--- src/rtl/sha_pkg.sv ---
// ----------------------------------------------------------------------------
// sha_pkg
// Types, round constants and round functions for the SHA-256 stream hasher.
// ----------------------------------------------------------------------------
package sha_pkg;

    typedef enum logic [3:0] {
        ST_IDLE,
        ST_PAD,
        ST_LOAD,
        ST_LOADW,
        ST_ROUND,
        ST_ADD,
        ST_EMIT
    } t_state;

    typedef logic [31:0] t_word;

    localparam t_word INIT_H [8] = '{
        32'h6a09e667, 32'hbb67ae85, 32'h3c6ef372, 32'ha54ff53a,
        32'h510e527f, 32'h9b05688c, 32'h1f83d9ab, 32'h5be0cd19
    };

    localparam t_word ROUND_K [64] = '{
        32'h428a2f98, 32'h71374491, 32'hb5c0fbcf, 32'he9b5dba5,
        32'h3956c25b, 32'h59f111f1, 32'h923f82a4, 32'hab1c5ed5,
        32'hd807aa98, 32'h12835b01, 32'h243185be, 32'h550c7dc3,
        32'h72be5d74, 32'h80deb1fe, 32'h9bdc06a7, 32'hc19bf174,
        32'he49b69c1, 32'hefbe4786, 32'h0fc19dc6, 32'h240ca1cc,
        32'h2de92c6f, 32'h4a7484aa, 32'h5cb0a9dc, 32'h76f988da,
        32'h983e5152, 32'ha831c66d, 32'hb00327c8, 32'hbf597fc7,
        32'hc6e00bf3, 32'hd5a79147, 32'h06ca6351, 32'h14292967,
        32'h27b70a85, 32'h2e1b2138, 32'h4d2c6dfc, 32'h53380d13,
        32'h650a7354, 32'h766a0abb, 32'h81c2c92e, 32'h92722c85,
        32'ha2bfe8a1, 32'ha81a664b, 32'hc24b8b70, 32'hc76c51a3,
        32'hd192e819, 32'hd6990624, 32'hf40e3585, 32'h106aa070,
        32'h19a4c116, 32'h1e376c08, 32'h2748774c, 32'h34b0bcb5,
        32'h391c0cb3, 32'h4ed8aa4a, 32'h5b9cca4f, 32'h682e6ff3,
        32'h748f82ee, 32'h78a5636f, 32'h84c87814, 32'h8cc70208,
        32'h90befffa, 32'ha4506ceb, 32'hbef9a3f7, 32'hc67178f2
    };

    localparam logic [7:0] PAD_BYTE = 8'h80;

    function automatic t_word ror(input t_word x, input int n);
        return (x >> n) | (x << (32 - n));
    endfunction

    function automatic t_word big_s0(input t_word x);
        return ror(x, 2) ^ ror(x, 13) ^ ror(x, 22);
    endfunction

    function automatic t_word big_s1(input t_word x);
        return ror(x, 6) ^ ror(x, 11) ^ ror(x, 25);
    endfunction

    function automatic t_word sml_s0(input t_word x);
        return ror(x, 7) ^ ror(x, 18) ^ (x >> 3);
    endfunction

    function automatic t_word sml_s1(input t_word x);
        return ror(x, 17) ^ ror(x, 19) ^ (x >> 10);
    endfunction

endpackage

--- src/rtl/sha_round.sv ---
// ----------------------------------------------------------------------------
// sha_round
// Working variables a..h and one compression round per enabled cycle.
// ----------------------------------------------------------------------------
module sha_round (
    input  logic              i_clk,
    input  logic              i_load,
    input  sha_pkg::t_word    i_hash [8],
    input  logic              i_step,
    input  sha_pkg::t_word    i_w,
    input  logic [5:0]        i_round,
    output sha_pkg::t_word    o_v [8]
);
    import sha_pkg::*;

    t_word r_v [8];
    t_word t1;
    t_word t2;

    always_comb begin
        t1 = r_v[7] + big_s1(r_v[4]) + ((r_v[4] & r_v[5]) ^ (~r_v[4] & r_v[6]))
             + ROUND_K[i_round] + i_w;
        t2 = big_s0(r_v[0]) + ((r_v[0] & r_v[1]) ^ (r_v[0] & r_v[2]) ^ (r_v[1] & r_v[2]));
    end

    always_ff @(posedge i_clk) begin
        if (i_load) begin
            r_v <= i_hash;
        end else if (i_step) begin
            r_v[7] <= r_v[6];
            r_v[6] <= r_v[5];
            r_v[5] <= r_v[4];
            r_v[4] <= r_v[3] + t1;
            r_v[3] <= r_v[2];
            r_v[2] <= r_v[1];
            r_v[1] <= r_v[0];
            r_v[0] <= t1 + t2;
        end
    end

    assign o_v = r_v;

endmodule

--- src/rtl/sha256_byte_stream_hasher.sv ---
// ----------------------------------------------------------------------------
// sha256_byte_stream_hasher
// SHA-256 of a byte stream; digest given as eight 32-bit words.
// ----------------------------------------------------------------------------
// Input channel: one byte per word (i_message_byte, i_byte_present,
// i_end_of_message) with i_valid / o_stall. A word with neither a byte nor
// an end mark is taken and ignored. Words are taken one per cycle while idle.
// Bytes go to a 64x8 block memory. The 64th byte of a block starts a
// compression: the bytes are unpacked into a 16-word schedule memory,
// then 64 rounds run (each a schedule read, then a round step), then a
// hash update; stall stays high for the whole compression of a block.
// An end word pads (0x80, zeros, 64-bit length) through the same memory
// and runs one or two compressions: two when the length needs a second
// block or when the end word's byte completes a block.
// Digest words leave on o_valid / i_stall, word 0 first, o_digest_last on
// word 7. A stalled output holds its word; no input is taken until all eight
// leave. Synchronous active-low reset restores the initial hash and empties
// the buffer and bit count.
// ----------------------------------------------------------------------------
module sha256_byte_stream_hasher (
    input  logic        i_clk,
    input  logic        i_rst_n,
    input  logic        i_valid,
    output logic        o_stall,
    input  logic [7:0]  i_message_byte,
    input  logic        i_byte_present,
    input  logic        i_end_of_message,
    output logic        o_valid,
    input  logic        i_stall,
    output logic [31:0] o_digest_word,
    output logic [2:0]  o_word_index,
    output logic        o_digest_last
);
    import sha_pkg::*;

    t_state r_state, n_state;

    logic [7:0]  mem_buf [64];
    logic [7:0]  r_buf_rd;
    t_word       mem_w [16];
    t_word       r_w15, r_w2, r_w7, r_w16;

    t_word       r_h [8];
    logic [5:0]  r_fill;
    logic [63:0] r_bits;
    logic        r_final;
    logic        r_two;
    logic        r_padded;
    logic [6:0]  r_cnt;
    logic [2:0]  r_oidx;
    logic        r_rdy;

    logic        acc;
    logic        buf_we;
    logic [5:0]  buf_wa;
    logic [7:0]  buf_wd;
    logic [5:0]  buf_ra;
    logic [3:0]  rd_idx;
    t_word       v [8];
    t_word       w_cur;
    logic        rnd_load, rnd_step;
    logic [63:0] total;
    logic [7:0]  pad_d;
    t_word       r_pack;

    assign acc     = i_valid && !o_stall;
    assign o_stall = (r_state != ST_IDLE);
    assign total   = r_bits + {55'd0, r_fill, 3'd0};

    // padding byte for position r_cnt[5:0]
    always_comb begin
        if (r_cnt[5:0] >= 6'd56 && !(r_fill >= 6'd56 && !r_two)) begin
            pad_d = total[{~r_cnt[2:0], 3'b000} +: 8];
        end else if (r_cnt[5:0] == r_fill && !r_two) begin
            pad_d = PAD_BYTE;
        end else begin
            pad_d = 8'd0;
        end
    end

    always_comb begin
        buf_we = 1'b0;
        buf_wa = r_fill;
        buf_wd = i_message_byte;
        if (r_state == ST_IDLE && acc && i_byte_present) begin
            buf_we = 1'b1;
        end else if (r_state == ST_PAD) begin
            // first pass writes only from fill up; second block rewrites all
            buf_we = r_two ? 1'b1 : (r_cnt[5:0] >= r_fill);
            buf_wa = r_cnt[5:0];
            buf_wd = pad_d;
        end
        // one byte ahead of the unpack count
        buf_ra = (r_state == ST_LOADW) ? r_cnt[5:0] + 6'd1 : 6'd0;
    end

    always_ff @(posedge i_clk) begin
        if (buf_we) begin
            mem_buf[buf_wa] <= buf_wd;
        end
        r_buf_rd <= mem_buf[buf_ra];
    end

    // schedule memory: load writes packed words, rounds write new words
    always_comb begin
        w_cur = (r_cnt[5:0] < 6'd16) ? r_w16
                : r_w16 + sml_s0(r_w15) + r_w7 + sml_s1(r_w2);
    end

    assign rd_idx = r_cnt[3:0];

    always_ff @(posedge i_clk) begin
        if (r_state == ST_LOADW) begin
            mem_w[r_cnt[5:2]] <= {r_pack[23:0], r_buf_rd};
        end else if (r_state == ST_ROUND && rnd_step) begin
            mem_w[r_cnt[3:0]] <= w_cur;
        end
        r_w16 <= mem_w[rd_idx];
        r_w15 <= mem_w[rd_idx + 4'd1];
        r_w7  <= mem_w[rd_idx + 4'd9];
        r_w2  <= mem_w[rd_idx + 4'd14];
    end

    // round r first reads the schedule, then steps
    assign rnd_load = (r_state == ST_LOADW && r_cnt == 7'd63);
    assign rnd_step = (r_state == ST_ROUND) && r_rdy;

    sha_round u_round (
        .i_clk   (i_clk),
        .i_load  (rnd_load),
        .i_hash  (r_h),
        .i_step  (rnd_step),
        .i_w     (w_cur),
        .i_round (r_cnt[5:0]),
        .o_v     (v)
    );

    always_comb begin
        n_state = r_state;
        unique case (r_state)
            ST_IDLE: begin
                if (acc && i_byte_present && r_fill == 6'd63) begin
                    n_state = ST_LOAD;
                end else if (acc && i_end_of_message) begin
                    n_state = ST_PAD;
                end
            end
            ST_PAD:   n_state = (r_cnt[5:0] == 6'd63) ? ST_LOAD : ST_PAD;
            ST_LOAD:  n_state = ST_LOADW;
            ST_LOADW: n_state = (r_cnt == 7'd63) ? ST_ROUND : ST_LOADW;
            ST_ROUND: n_state = (rnd_step && r_cnt == 7'd63) ? ST_ADD : ST_ROUND;
            ST_ADD: begin
                if (!r_final) begin
                    n_state = ST_IDLE;
                end else if (!r_padded) begin
                    n_state = ST_PAD;
                end else if (!r_two && r_fill >= 6'd56) begin
                    n_state = ST_PAD;
                end else begin
                    n_state = ST_EMIT;
                end
            end
            ST_EMIT:  n_state = (!i_stall && r_oidx == 3'd7) ? ST_IDLE : ST_EMIT;
            default:  n_state = ST_IDLE;
        endcase
    end

    always_ff @(posedge i_clk) begin
        if (!i_rst_n) begin
            r_state <= ST_IDLE;
        end else begin
            r_state <= n_state;
        end
    end

    // set once padding has started for the current message
    always_ff @(posedge i_clk) begin
        if (!i_rst_n || r_state == ST_IDLE) begin
            r_padded <= 1'b0;
        end else if (r_state == ST_PAD) begin
            r_padded <= 1'b1;
        end
    end

    always_ff @(posedge i_clk) begin
        if (!i_rst_n) begin
            r_h     <= INIT_H;
            r_fill  <= 6'd0;
            r_bits  <= 64'd0;
            r_final <= 1'b0;
            r_two   <= 1'b0;
            r_cnt   <= 7'd0;
            r_oidx  <= 3'd0;
            r_rdy   <= 1'b0;
        end else begin
            unique case (r_state)
                ST_IDLE: begin
                    r_cnt <= 7'd0;
                    if (acc && i_byte_present) begin
                        r_fill <= r_fill + 6'd1;
                        if (r_fill == 6'd63) begin
                            r_bits <= r_bits + 64'd512;
                            r_final <= i_end_of_message;
                            r_two <= 1'b0;
                        end else if (i_end_of_message) begin
                            r_final <= 1'b1;
                            r_two <= 1'b0;
                        end
                    end else if (acc && i_end_of_message) begin
                        r_final <= 1'b1;
                        r_two <= 1'b0;
                    end
                end
                ST_PAD: begin
                    r_cnt <= (r_cnt[5:0] == 6'd63) ? 7'd0 : r_cnt + 7'd1;
                end
                ST_LOAD: begin
                    r_cnt <= 7'd0;
                end
                ST_LOADW: begin
                    r_pack <= {r_pack[23:0], r_buf_rd};
                    if (r_cnt == 7'd63) begin
                        r_cnt <= 7'd0;
                        r_rdy <= 1'b0;
                    end else begin
                        r_cnt <= r_cnt + 7'd1;
                    end
                end
                ST_ROUND: begin
                    r_rdy <= !r_rdy;
                    if (rnd_step) begin
                        r_cnt <= r_cnt + 7'd1;
                    end
                end
                ST_ADD: begin
                    for (int k = 0; k < 8; k++) begin
                        r_h[k] <= r_h[k] + v[k];
                    end
                    r_cnt <= 7'd0;
                    if (r_final && r_padded && !r_two && r_fill >= 6'd56) begin
                        r_two <= 1'b1;
                    end else begin
                        r_two <= 1'b0;
                    end
                end
                ST_EMIT: begin
                    if (!i_stall) begin
                        r_oidx <= r_oidx + 3'd1;
                        if (r_oidx == 3'd7) begin
                            r_h     <= INIT_H;
                            r_fill  <= 6'd0;
                            r_bits  <= 64'd0;
                            r_final <= 1'b0;
                        end
                    end
                end
                default: r_cnt <= 7'd0;
            endcase
        end
    end

    assign o_valid       = (r_state == ST_EMIT);
    assign o_digest_word = r_h[r_oidx];
    assign o_word_index  = r_oidx;
    assign o_digest_last = (r_oidx == 3'd7);

    a_stall_busy: assert property (@(posedge i_clk) disable iff (!i_rst_n)
        (r_state != ST_IDLE) |-> o_stall) else $error("input taken while busy");
    a_last: assert property (@(posedge i_clk) disable iff (!i_rst_n)
        (o_valid && o_digest_last) |-> (o_word_index == 3'd7)) else $error("bad last");
    a_hold: assert property (@(posedge i_clk) disable iff (!i_rst_n)
        ($past(o_valid) && $past(i_stall) && o_valid) |-> $stable(o_word_index))
        else $error("index moved under stall");

endmodule

--- config.mk ---
export PLATFORM = sky130hd
export DESIGN_NAME = sha256_byte_stream_hasher
export DESIGN_NICKNAME = d
export VERILOG_FILES = /design/src/rtl/sha_pkg.sv /design/src/rtl/sha_round.sv /design/src/rtl/sha256_byte_stream_hasher.sv
export SDC_FILE = /design/constraint.sdc
export NUM_CORES = 2
export LEC_CHECK = 0
export BUFFER_PORTS_ARGS = -buffer_cell sky130_fd_sc_hd__clkbuf_2
export CAP_MARGIN = 0
export CORE_MARGIN = 4
export CORE_UTILIZATION = 52
export DETAILED_ROUTE_END_ITERATION = 12
export PLACE_DENSITY = 0.76
export SYNTH_ARGS = -nofsm -noshare
export SYNTH_HDL_FRONTEND = slang
export SYNTH_SLANG_ARGS = --single-unit
--- constraint.sdc ---
create_clock -name i_clk -period 29.1 [get_ports i_clk]
set_clock_uncertainty 0.1 [all_clocks]
set_input_delay 0 -clock i_clk [delete_from_list [all_inputs] [get_ports i_clk]]
set_output_delay 0 -clock i_clk [all_outputs]
set_load 0.03 [all_outputs]
# --- Yosys cells after proc, flatten, opt, wreduce, memory -nomap -nowiden ---
# Memories as Yosys holds them, arrays and structs flattened. A register that Yosys moved wholly into a read port is not among the register bits.
# Index checks and enable logic that the tools add are counted.
word_totals:
  word_cells: 225
  rom_bits: 2048
  memories: 3
  reg_bits: 624
  output_inout_bits: 38
  ram_bits: 1024
  input_bits: 14
mem_list:
  columns: ["name", "depth", "word_bits", "read_ports", "rd_clocked_by_memory_dff", "wr", "line_no", "text"]
  rows:
  - ["(name not given)", 64, 32, 1, 0, 0, "sha_round.sv:22", "+ ROUND_K[i_round] + i_w;"]
  - ["mem_buf", 64, 8, 1, 1, 1, "sha256_byte_stream_hasher.sv:38", "logic [7:0] mem_buf [64];"]
  - ["mem_w", 16, 32, 4, 4, 1, "sha256_byte_stream_hasher.sv:40", "t_word mem_w [16];"]
classes:
  shift: 1
  muxes: 69
  n_reduce_logical: 41
  addsub: 27
  eq_ne: 20
  order_cmp: 6
  bitwise: 32
op_table:
  columns: ["cell", "n"]
  rows:
  - ["two-way mux 256 bit", 4]
  - ["adder 32 bit", 18]
  - ["case mux 256 bit (2 select lines)", 1]
  - ["XOR 32 bit", 9]
  - ["two-way mux 64 bit", 4]
  - ["two-way mux 32 bit", 6]
  - ["bitwise AND 32 bit", 5]
  - ["case mux 64 bit (2 select lines)", 1]
  - ["binary-select mux 32 bit (select 3 bit)", 1]
  - ["adder 64 x 10 -> 64 bit, second input constant", 1]
  - ["adder 64 x 9 -> 64 bit", 1]
  - ["variable part select 64 x 7 -> 8 bit", 1]
  - ["two-way mux 6 bit", 6]
  - ["two-way mux 8 bit", 4]
  - ["NOT 32 bit", 1]
  - ["bitwise OR 10 x 32 -> 32 bit", 1]
  - ["bitwise OR 13 x 32 -> 32 bit", 1]
  - ["bitwise OR 14 x 32 -> 32 bit", 1]
  - ["bitwise OR 15 x 32 -> 32 bit", 1]
  - ["bitwise OR 19 x 32 -> 32 bit", 1]
  - ["bitwise OR 21 x 32 -> 32 bit", 1]
  - ["bitwise OR 25 x 32 -> 32 bit", 1]
  - ["bitwise OR 26 x 32 -> 32 bit", 1]
  - ["bitwise OR 30 x 32 -> 32 bit", 1]
  - ["other kinds (49)", 124]

# --- Longest topological paths before layout ---
depth:
  ltp_word: 11
  ltp_mapped: 46
  mapped_depth_nobuf: 41

# --- Modules after synthesis ---
# A second synthesis with hierarchy kept.
unflattened:
  cells_unflattened: 9011
  hier_area_um2: 106629.8
modules_own_cells:
  columns: ["mod", "cells_each", "n_inst", "seq_area_each_um2", "area_each_um2"]
  rows:
  - ["sha256_byte_stream_hasher", 6677, 1, 40879.2, 83432.5]
  - ["sha_round", 2334, 1, 7687.4, 23197.2]

# --- Least setup slack after synthesis ---
# OpenSTA, ideal clock, no wires.
synth_path:
  kind: "register to register"
  from: "reg r_cnt[0]"
  to: "reg u_round.r_v (netlist bit u_round.o_v[255]), data pin"
  setup_time_ns: 0.260
  stages_incl_launch_ff: 45
  synth_period_minus_slack_ns: 10.135
  setup_slack_ns: 18.965
  arrival_ns: 9.775
  required_ns: 28.740
  n_path_buf: 8
  cell_sequence: "dfxtp_1 > clkbuf_1 > inv_1 > clkbuf_1 > clkbuf_1 > buf_1 > ha_1 > clkbuf_1 > buf_1 > clkbuf_1 > clkbuf_1 > nand2_1 > o22ai_1 > a21oi_1 > nor2_1 > a21oi_1 > fa_1 > inv_1 > [... 9 more ...] > o211ai_1 > a21oi_1 > o21bai_1 > a21oi_1 > xnor2_1 > fa_1 > ha_1 > and3_1 > o21ai_0 > a21boi_0 > a21bo_2 > o211ai_1 > o211a_1 > o21ai_0 > a31oi_1 > xnor2_1 > xnor2_1 > mux2_2"
synth_between:
  elab_chain_cells: 9
  word_cells_on_any_way: 13
  classes_between: "3 x add/sub; 1 x order compare; 1 x eq/ne; 5 x mux; 1 x bitwise; 1 x reduce/logical; 1 x memory"
synth_lines:
  columns: ["item", "line_no", "text"]
  rows:
  - ["start, declared", "sha256_byte_stream_hasher.sv:49", "logic [6:0] r_cnt;"]
  - ["start signal, assigned", "sha256_byte_stream_hasher.sv:215", "r_cnt <= (r_cnt[5:0] == 6'd63) ? 7'd0 : r_cnt + 7'd1;"]
  - ["start signal, assigned", "sha256_byte_stream_hasher.sv:226", "r_cnt <= r_cnt + 7'd1;"]
  - ["start signal, assigned", "sha256_byte_stream_hasher.sv:232", "r_cnt <= r_cnt + 7'd1;"]
  - ["NOT 6 -> 7 bit (not written as such)", "sha_round.sv:22", null]
  - ["memory (64 x 32 bit)", null, null]
  - ["two-way mux 32 bit (not written as such) (2 in a row)", "sha_round.sv:22", null]
  - ["adder 32 bit (2 in a row)", "sha_round.sv:22", null]
  - ["adder 32 bit", "sha_round.sv:37", "r_v[0] <= t1 + t2;"]
  - ["two-way mux 256 bit", "sha_round.sv:29", "end else if (i_step) begin"]
  - ["two-way mux 256 bit *", "sha_round.sv:27", "if (i_load) begin"]
  - ["end signal, assigned", "sha_round.sv:28", "r_v <= i_hash;"]
  - ["end, declared", "sha_round.sv:16", "t_word r_v [8];"]
# Mark *: on every way between the ends. The rest lies on a longest branch, timed or not. The select of a mux whose other input is x is not followed.
# A chain may end at the register's enable or synchronous reset.

# --- Worst setup path in the final report ---
layout_path:
  from: "reg r_cnt[3]"
  to: "reg u_round.r_v (netlist bit u_round.o_v[255]), data pin"
# Same word-level chain as after synthesis.

==> impl_metrics.py <==
metrics = {
    "status": {
        "outcome": "finished, final reports clean",
    },
    "logic_synthesis": {
        "netlist_instances": 9032,
        "synth_nets": 9653,
        "ys_async_sr_fraction_pct": 0,
        "yosysSeqAreaShare_pct": 46.3,
        "synth_edf_count": 1304,
        "postSynthAreaPerCell_um2": 11.6,
        "yosysWarnings": 0,
        "synth_cell_types": 91,
        "syn-cell-area_um2": 105000,
        "synth_top_flop_cell": "edfxtp_1",
        "synth_top_area_share_pct": 37.3,
        "synth_top_area_cell": "edfxtp_1",
        "synthTopCellsByArea": "edfxtp_1 37%, mux4_2 13%, dfxtp_1 9.0%",
        "ys_ff_latch": 1774,
    },
    "timing": {
        "finalSetupViolCount": 0,
        "fmax_ghz": 0.0881,
        "max_slew_margin_pct": 14.2,
        "fin_crit_ps": 11350,
        "hold_viol": 0,
        "final_max_slew_viol_count": 0,
        "tns_ps": 0,
        "finalCritPeriodShare_pct": 39.0,
        "rsz0062_at_grt": "false",
        "worst_pin_slew_ps": 1270,
    },
    "route": {
        "routedWlPerCell_um": 29.2,
        "dr.pass1.iters": 6,
        "ant_nets": 0,
        "drt_first_iter_violations": 10500,
        "dr_wl_met2_um": 161000,
        "top_layer": "met5",
        "drc": 0,
        "drt_wl_total_um": 343000,
        "vias_per_cell": 6.71,
        "dr_wl_met3_um": 36900,
        "via_count": 78600,
        "met1_length_um": 127000,
    },
    "cts": {
        "htree_levels": 4,
        "ctsLongestPathBuffers": 3,
        "root_buffer": "clkbuf_16",
        "clk_pin_slew_ps": 60,
        "cts_tree": "done",
        "cts_made_buffers": 186,
        "clk-insertion-delay-late_ps": 900,
        "cts.sinks": 1774,
    },
    "flow_run": {
        "drv_cap": 0,
    },
    "placed_design": {
        "portBuffers": 51,
        "dp_hpwl_um": 232000,
        "gp_congestion": 0.993,
    },
    "global_routing": {
        "grt_pass1_wl_um": 504000,
        "grt_overflow": 0,
        "grt_pass1_vias": 76500,
        "grt_max_degree": 177,
        "antenna_found_initial": 5,
        "grtUsageTotal_pct": 32.1,
    },
    "die": {
        "dieArea_um2": 209000,
        "row_count": 164,
        "fp.dieH_um": 457,
        "start_util_pct": 52.4,
        "coreArea_um2": 200000,
        "io_pins": 52,
        "fp.dieW_um": 457,
    },
    "critical_path": {
        "worst-path-max-fanout": 55,
        "crit_slowest_cell": "o311ai_0",
        "cp-start-kind": "register",
        "r2r_slack_ps": 17750,
        "critPathTopFamily": "compound AO/OA/AOI/OAI gates",
        "worst-endpoint-arrival_ps": 11830,
        "worst-path-buf-inv": 3,
        "required_ps": 29580,
        "setup.worst_path.end_class": "register",
        "worst-setup-path-type": "reg2reg",
        "slowest_delay_ps": 650,
    },
    "hold_path": {
        "hold_path.class": "in2reg",
    },
    "cells_and_area": {
        "seq_area_um2": 48600,
        "fin_util_pct": 57.3,
        "finalNetCount": 9517,
        "nFillCells": 15800,
        "drive_gt1_share_pct": 14.1,
        "syn2layout_area_growth_pct": 9.27,
        "multi_input_area_um2": 53300,
    },
    "power_and_ir_drop": {
        "power_switching_mw": 1.58,
        "p_int_mw": 4.47,
        "combPwrFrac_pct": 13.5,
        "vdd_drop_max_v": 0.0000647,
        "power_density_nw_per_um2": 52.8,
        "p_seq_share_pct": 45.5,
        "swShare_pct": 26.1,
        "clkPwrFrac_pct": 41.0,
        "total_leakage_power_nw": 40.6,
    },
}
==> area by class of cell <==
| cell class | count | area share (%) |
|---|---|---|
| multi-input cells | 6362 | 46.5 |
| clock buffers | 245 | 4.52 |
| flip-flops and latches | 1774 | 42.4 |
| diodes | 2 | 0.00437 |
| well taps | 2656 | 2.90 |
| repair buffers | 217 | 1.42 |
| inverters | 355 | 1.17 |
| clock inverters | 107 | 1.06 |
==> state kept, by name, summed over array words and instances, names as in the netlist, 55 cells and up <==
signal / flops
mem_w: 512
u_round.o_v: 256
r_h: 256
mem_buf: 512
r_bits: 55
==> cells in the final DEF (no fill, tap or decap), drive strengths merged, types with 295 or more instances in the layout <==
cell | synthesis | routed
a21oi | 538 | 538
clkbuf | 442 | 295
o21ai | 501 | 501
edfxtp | 1304 | 1304
ha | 412 | 412
nor2 | 525 | 525
inv | 354 | 360
nand2 | 1145 | 1145
dfxtp | 470 | 470
mux4 | 589 | 589
xnor2 | 368 | 368
==> synthesized netlist by cell type, types with 70 or more instances <==
| library cell | instances |
|---|---|
| edfxtp_1 | 1304 |
| o21ai_0 | 501 |
| dfxtp_1 | 470 |
| mux2i_1 | 138 |
| buf_1 | 90 |
| inv_1 | 351 |
| xor2_1 | 244 |
| o22ai_1 | 70 |
| ha_1 | 412 |
| nand3_1 | 183 |
| mux4_2 | 589 |
| nor2b_1 | 77 |
| a21o_1 | 187 |
| o211ai_1 | 77 |
| o21a_1 | 72 |
| fa_1 | 195 |
| xnor2_1 | 368 |
| a211oi_1 | 81 |
| nand2_1 | 1143 |
| nor3_1 | 119 |
| nor2_1 | 525 |
| mux2_2 | 75 |
| clkbuf_1 | 442 |
| a21oi_1 | 538 |
==> worst min-delay path, delay by kind of cell <==
kind | cells | cell delay (ps)
and+or+nand+nor | 2 | 180
AOI/OAI and AO/OA | 1 | 50
buffers and inverters | 2 | 750
==> stage by stage <==
stage	hold slack, ps	setup slack [ps]	power [mW]	cell area (µm²)	std cells
detailed placement	231	17950	3.60	108000	11300
floorplan	107	18970	3.40	105000	9032
finish	91.9	17750	6.05	115000	11700
CTS	20.7	17810	6.05	115000	11700
global placement	231	17950	3.58	108000	11300
global route	77.0	17220	6.25	115000	11700
==> logic make-up after synthesis <==
logic type	Yosys count	share of synthesized area, %
compound gates	2001	12.1
xor+xnor	612	5.11
fa+ha+maj	626	8.82
buf+inv	896	3.23
flops	1774	46.3
mux	802	14.8
simple gates	2321	9.60
==> routing by layer <==
layer / vias up / GRT usage [%]
met4: 2 / 14.5
met5: - / 0
met3: 984 / 6.72
met1: 39200 / 41.8
li1: 33500 / -
met2: 4952 / 51.8
==> repair_timing <==
item,CTS,global route
hold buffers,21,0
setup buffers,0,0
endpoints found under the hold margin,634,0
gates resized for setup,0,0
==> power by group through the flow <==
stage          clock network [mW]  logic, mW  registers, mW
3_3_place_gp                    0      0.778           2.81
4_1_cts                      2.49      0.802           2.75
6_report                     2.48      0.816           2.75
5_1_grt                      2.61      0.897           2.75
2_1_floorplan                   0      0.605           2.80
3_5_place_dp                    0      0.793           2.81
==> path summary, 6_finish.rpt <==
kind / start / to / cells after the start
max: r_cnt[3]$_SDFFE_PN0P_ / u_round.o_v[255]$_DFFE_PP_ / 35
min: i_stall / o_word_index[2]$_SDFFE_PN0P_ / 5
max reg2reg: r_cnt[3]$_SDFFE_PN0P_ / u_round.o_v[255]$_DFFE_PP_ / 35
min reg2reg: r_pack[1]$_DFFE_PP_ / r_pack[9]$_DFFE_PP_ / 0
Note: power is estimated with default switching activity, not from simulation.
